===== src/design/wlpm_pkg.sv =====
// ----------------------------------------------------------------------------
// wlpm_pkg
// Shared constants and types of the window latency percentile monitor.
// ----------------------------------------------------------------------------
package wlpm_pkg;

    // The ring depth must be a power of two.
    localparam int RING_DEPTH = 4096;
    localparam int ADDR_W     = $clog2(RING_DEPTH);
    localparam int CNT_W      = $clog2(RING_DEPTH + 1);
    localparam int TIME_W     = 64;
    localparam int LAT_W      = 32;
    localparam int QD_W       = 12;
    localparam int MEM_W      = TIME_W + LAT_W;
    localparam int BIT_W      = $clog2(LAT_W);

    // Rank arithmetic: floor(99 * (k - 1) / 100) by a reciprocal multiply.
    localparam int NUM_W      = $clog2(99 * RING_DEPTH);
    localparam int DIV_SHIFT  = NUM_W + 1;
    localparam longint DIV_RECIP = (64'd1 << DIV_SHIFT) / 100;
    localparam int RECIP_W    = DIV_SHIFT - 6;
    localparam int PROD_W     = NUM_W + RECIP_W;

    localparam logic [1:0] REG_WINDOW = 2'd0;
    localparam logic [1:0] REG_SLO    = 2'd1;
    localparam logic [1:0] REG_MIN    = 2'd2;
    localparam logic [1:0] REG_QLIM   = 2'd3;

    localparam logic OP_RECORD = 1'b0;
    localparam logic OP_QUERY  = 1'b1;

    typedef struct packed {
        logic [31:0]      window_length_ns;
        logic [31:0]      slo_limit_ns;
        logic [CNT_W-1:0] min_window_samples;
        logic [QD_W-1:0]  queue_depth_limit;
    } t_cfg;

    typedef struct packed {
        logic latch;
        logic rec;
        logic scan_inc;
        logic rank_mul;
        logic rank_div;
        logic rank_fix;
        logic sel_chk;
        logic sel_bit;
        logic push;
    } t_cmd;

    typedef struct packed {
        logic is_query;
        logic scan_end;
        logic in_window;
        logic report;
        logic sel_end;
        logic bit_last;
        logic out_free;
    } t_sts;

endpackage


===== src/design/wlpm_ctrl.sv =====
// ----------------------------------------------------------------------------
// wlpm_ctrl
// Sequencer for record, window scan, rank and bitwise selection phases.
// ----------------------------------------------------------------------------
module wlpm_ctrl import wlpm_pkg::*; (
    input  logic i_clk,
    input  logic i_rst_n,
    input  logic i_valid,
    output logic o_ready,
    input  t_sts i_sts,
    output t_cmd o_cmd
);
    localparam logic [3:0] ST_IDLE  = 4'd0;
    localparam logic [3:0] ST_REC   = 4'd1;
    localparam logic [3:0] ST_SRD   = 4'd2;
    localparam logic [3:0] ST_SCHK  = 4'd3;
    localparam logic [3:0] ST_RMUL  = 4'd4;
    localparam logic [3:0] ST_RDIV  = 4'd5;
    localparam logic [3:0] ST_RFIX  = 4'd6;
    localparam logic [3:0] ST_SELRD = 4'd7;
    localparam logic [3:0] ST_SELCK = 4'd8;
    localparam logic [3:0] ST_SELBT = 4'd9;
    localparam logic [3:0] ST_DONE  = 4'd10;
    localparam logic [3:0] ST_DISP  = 4'd11;

    logic [3:0] r_state;
    logic [3:0] n_state;

    assign o_ready = (r_state == ST_IDLE);

    always_comb begin
        n_state = r_state;
        o_cmd   = '0;
        case (r_state)
            ST_IDLE: begin
                if (i_valid) begin
                    o_cmd.latch = 1'b1;
                    n_state     = ST_DISP;
                end
            end
            ST_DISP: begin
                n_state = i_sts.is_query ? ST_SRD : ST_REC;
            end
            ST_REC: begin
                o_cmd.rec = 1'b1;
                n_state   = ST_DONE;
            end
            ST_SRD: begin
                n_state = i_sts.scan_end ? ST_RMUL : ST_SCHK;
            end
            ST_SCHK: begin
                if (i_sts.in_window) begin
                    o_cmd.scan_inc = 1'b1;
                    n_state        = ST_SRD;
                end else begin
                    n_state = ST_RMUL;
                end
            end
            ST_RMUL: begin
                o_cmd.rank_mul = 1'b1;
                n_state        = ST_RDIV;
            end
            ST_RDIV: begin
                o_cmd.rank_div = 1'b1;
                n_state        = ST_RFIX;
            end
            ST_RFIX: begin
                o_cmd.rank_fix = 1'b1;
                n_state        = i_sts.report ? ST_SELRD : ST_DONE;
            end
            ST_SELRD: begin
                n_state = i_sts.sel_end ? ST_SELBT : ST_SELCK;
            end
            ST_SELCK: begin
                o_cmd.sel_chk = 1'b1;
                n_state       = ST_SELRD;
            end
            ST_SELBT: begin
                o_cmd.sel_bit = 1'b1;
                n_state       = i_sts.bit_last ? ST_DONE : ST_SELRD;
            end
            ST_DONE: begin
                if (i_sts.out_free) begin
                    o_cmd.push = 1'b1;
                    n_state    = ST_IDLE;
                end
            end
            default: begin
                n_state = ST_IDLE;
            end
        endcase
    end

    always_ff @(posedge i_clk) begin
        if (!i_rst_n) begin
            r_state <= ST_IDLE;
        end else begin
            r_state <= n_state;
        end
    end
endmodule


===== config.mk =====
export PLATFORM = sky130hd
export DESIGN_NAME = wlpm_ctrl
export DESIGN_NICKNAME = d
export VERILOG_FILES = /design/src/design/wlpm_pkg.sv /design/src/design/wlpm_ctrl.sv
export SDC_FILE = /design/constraint.sdc
export NUM_CORES = 1
export LEC_CHECK = 0
export ABC_AREA = 0
export BUFFER_PORTS_ARGS = -buffer_cell sky130_fd_sc_hd__clkbuf_2
export CORE_AREA = 5 5 42 44
export CTS_BUF_LIST = sky130_fd_sc_hd__clkbuf_16
export CTS_CLUSTER_SIZE = 8
export DETAILED_ROUTE_END_ITERATION = 6
export DIE_AREA = 0 0 47 49
export PLACE_DENSITY = 0.59
export SLEW_MARGIN = 10
export SYNTH_ARGS = -nofsm -noshare
export SYNTH_HDL_FRONTEND = slang
export SYNTH_SLANG_ARGS = --single-unit

===== constraint.sdc =====
create_clock -name i_clk -period 1.7 [get_ports i_clk]
set_input_delay 0.255 -clock i_clk [delete_from_list [all_inputs] [get_ports i_clk]]
set_output_delay 0.255 -clock i_clk [all_outputs]
set_load 0.05 [all_outputs]

==> results by group <==
Run status
  – Status: complete, no violations

Clocking
  – H-tree level count: 1
  – Skew-Pair Late Insertion Delay: 0.22 ns
  – Hold_buf cts: 0
  – Max clock buf depth: 2
  – Clock slew at reported path FFs: 0.03 ns
  – Root Driver: clkbuf_16
  – TritonCTS Buffers: 3
  – CTS tree: done
  – # clock sinks: 4

Floorplanning
  – Core area: 1401 sq um
  – Row count: 14
  – I/O pin total: 20
  – Die Y: 49 microns
  – Starting Density: 0.2964
  – Die area: 2303 sq um
  – Chip width: 47 microns

Critical path
  – CP startpoint kind: flop
  – Critical path cell sequence: or2_1 > buf_4 > nor3_4 > and2_4 > buf_8
  – Cell class contributing the biggest share of worst-path delay: simple AND/OR/NAND/NOR gates
  – Reg-to-reg slack, setup: 0.16 ns
  – Crit end category: output pin
  – CP max FO: 8
  – WP depth: 5
  – Worst reg2reg endpoint: r_state[1]$_SDFFE_PN0P_
  – Data required, critical path: 1.44 ns
  – Reg2Reg Launch Point: r_state[1]$_SDFFE_PN0P_
  – Crit-path slowest cell: dfxtp_2
  – CP bufs+invs: 2
  – Reg2Reg Depth: 4
  – Critical path type: flop to output pin
  – CP max stage delay: 0.34 ns
  – Crit path DAT: 1.39 ns

Timing
  – Fmax: 608.7 MHz
  – Max_slew headroom: 0.7211
  – Endpoints failing setup: 0
  – Final hold vios: 0
  – Worst-Margin Slew: 0.4130 ns
  – Final Cycle Share: 0.9665
  – Clock skew: 0.002442 ns
  – RSZ-0062 raised after global routing: no
  – Fin. max-slew vios: 0
  – Minimum clock period: 1.643 ns
  – Fin Setup TNS: 0 ns
  – Hold slack: 0.2832 ns

Layout
  – Post-route design area: 691.9 sq um
  – Nets: 98
  – Synthesis-to-finish area growth: 66.57%
  – Final Non-Filler Cells: 102
  – Diode count: 0
  – Share of post-route cells with drive strength above 1: 0.4419
  – Largest register FFs: 4
  – Biggest registers after layout: r_state (4)
  – Top reg by flops: r_state

Power and ir drop
  – Leakage: 0.3400 nW
  – Pwr/cell area: 2135 nW/um^2
  – Peak supply drop: 1.172 mV
  – Total chip power: 1.477 mW

Detailed routing
  – Drc violations: 0
  – Post-DRT Antenna Nets: 0
  – DRT iter0 DRCs: 15
  – Routed len/inst: 11.49 microns
  – Total number of vias: 508
  – Vias per cell: 4.980
  – Drt pass-1 iters: 4
  – Final Routed Wirelength: 1.172 mm

Global route
  – Pin count of the biggest net entering global routing: 12
  – Met3 Usage GRT: 0.04059
  – Initial antenna violation count: 0
  – GR Util met1: 0.1557
  – Met2 Resource Use GR: 0.1629
  – Total GRT Usage: 0.1168
  – First-pass GRT wire length: 1.966 mm
  – Global route total overflow: 0
  – Number of global-route vias before repair: 461
  – GRT Max-Usage Layer: met2

Placed design
  – Routability cong.: 0.7498
  – Placed Cells incl. Taps: 99
  – Port Buffers: 19
  – DP HPWL: 936 microns
  – Placement Cell Area: 590.6 sq um

Synth
  – Cells after Synth: 62
  – Syn avg cell area: 6.700 sq um
  – Top-area cell type share of the netlist area: 0.1928
  – Yosys top cell by area: dfxtp_1
  – Yosys Warn Count: 0
  – Syn Nets: 72
  – Seq/Total Area, Yosys: 0.1928
  – Mapped cell area: 415.4 sq um
  – Top cells by area, synth: dfxtp_1 (19%), nor3_1 (9.6%), nand2b_1 (7.5%)
  – Synth cell types: 26
  – Flop and latch count out of synthesis: 4

Worst hold path
  – HP Start: i_rst_n
  – Hold Path Cell Cnt: 2
  – Hold EP: r_state[0]$_SDFFE_PN0P_
  – Hold Crit Class: primary input to flop

Flow run
  – Max Cap Viol: 0
through the flow:
stage,setup slack (ns),util
after CTS,0.01065,0.4884
final,0.05702,0.4938
after global routing,0.005058,0.4938
after floorplan,-0.1899,-
after global placement,0.1827,0.4214
after detailed placement,0.1522,0.4214
cell usage in the layout, fill, tap and decap left out, drive strengths merged:
| cell type | netlist | layout |
|---|---|---|
| o21bai | 1 | 1 |
| inv | 5 | 5 |
| o311a | 1 | 1 |
| and2 | 2 | 2 |
| o21a | 1 | 1 |
| nand2 | 4 | 4 |
| buf | 1 | 8 |
| or4 | 1 | 1 |
| clkbuf | 3 | 20 |
| nor2b | 3 | 3 |
| nor2 | 5 | 5 |
| o221a | 1 | 1 |
| or2b | 1 | 1 |
| o21ai | 4 | 4 |
| nor3 | 8 | 8 |
| nand4 | 1 | 1 |
| or2 | 1 | 1 |
| dfxtp | 4 | 4 |
| a21oi | 4 | 4 |
| nand3 | 1 | 1 |
| nand2b | 5 | 5 |
| a31oi | 1 | 1 |
| a21o | 1 | 1 |
| o211a | 2 | 2 |
| o41ai | 1 | 1 |
cells by family (layout without fill, tap and decap cells):
kind of cell	after synthesis	after routing	synth area share
simple gates	32	32	0.4217
compound gates	17	17	0.2862
buf+inv	9	33	0.09940
flops	4	4	0.1928
cells in the mapped netlist:
| master | n |
|---|---|
| nand3_1 | 1 |
| and2_4 | 1 |
| nor2_1 | 5 |
| a21oi_1 | 4 |
| inv_1 | 5 |
| o221a_1 | 1 |
| o21ai_0 | 4 |
| or2_1 | 1 |
| o21bai_1 | 1 |
| buf_6 | 1 |
| a21o_1 | 1 |
| nand2_1 | 4 |
| o311a_1 | 1 |
| nand4_1 | 1 |
| nor2b_1 | 3 |
| or4_4 | 1 |
| or2b_1 | 1 |
| o211a_1 | 2 |
| o41ai_1 | 1 |
| o21a_1 | 1 |
| nor3_1 | 8 |
| a31oi_1 | 1 |
| and2_1 | 1 |
| clkbuf_1 | 3 |
| dfxtp_1 | 4 |
| nand2b_1 | 5 |
routing by layer:
layer / vias up / wire length, microns
met5: - / 0
met1: 219 / 514
met3: 3 / 121
li1: 266 / -
met4: 0 / 17
met2: 20 / 519
worst max-delay path by stage:
stage	start	end	slack, ns
5_1_grt	r_state[1]$_SDFFE_PN0P_	o_cmd[8]	0.005
3_5_place_dp	r_state[1]$_SDFFE_PN0P_	r_state[1]$_SDFFE_PN0P_	0.15
6_report	r_state[1]$_SDFFE_PN0P_	o_cmd[8]	0.06
4_1_cts	r_state[1]$_SDFFE_PN0P_	o_cmd[8]	0.01
3_3_place_gp	r_state[1]$_SDFFE_PN0P_	r_state[1]$_SDFFE_PN0P_	0.18
2_1_floorplan	r_state[1]$_SDFFE_PN0P_	o_cmd[8]	-0.19
where the power goes:
| group | switching (mW) | internal [mW] | total, mW | leakage [nW] |
|---|---|---|---|---|
| clock network | 0.0658 | 0.300 | 0.366 | 0.0370 |
| registers | 0.0747 | 0.139 | 0.214 | 0.0337 |
| logic | 0.544 | 0.353 | 0.898 | 0.269 |
| total | 0.685 | 0.793 | 1.48 | 0.340 |
what timing repair did:
item / CTS / global route
pin swaps: 0 / 0
setup endpoints to repair: 3 / 5
resized for setup: 5 / 6
buffers inserted: 0 / 0
area by class of cell:
| cell class | instances | area [sq um] |
|---|---|---|
| sequential | 4 | 82.58 |
| fill | 156 | 709.4 |
| tap | 16 | 20.02 |
| inverter | 5 | 18.77 |
| multi-input combinational | 49 | 334.1 |
| timing repair buffer | 25 | 161.4 |
| clock buffer | 3 | 75.07 |
(Power assumes the default switching activity.)
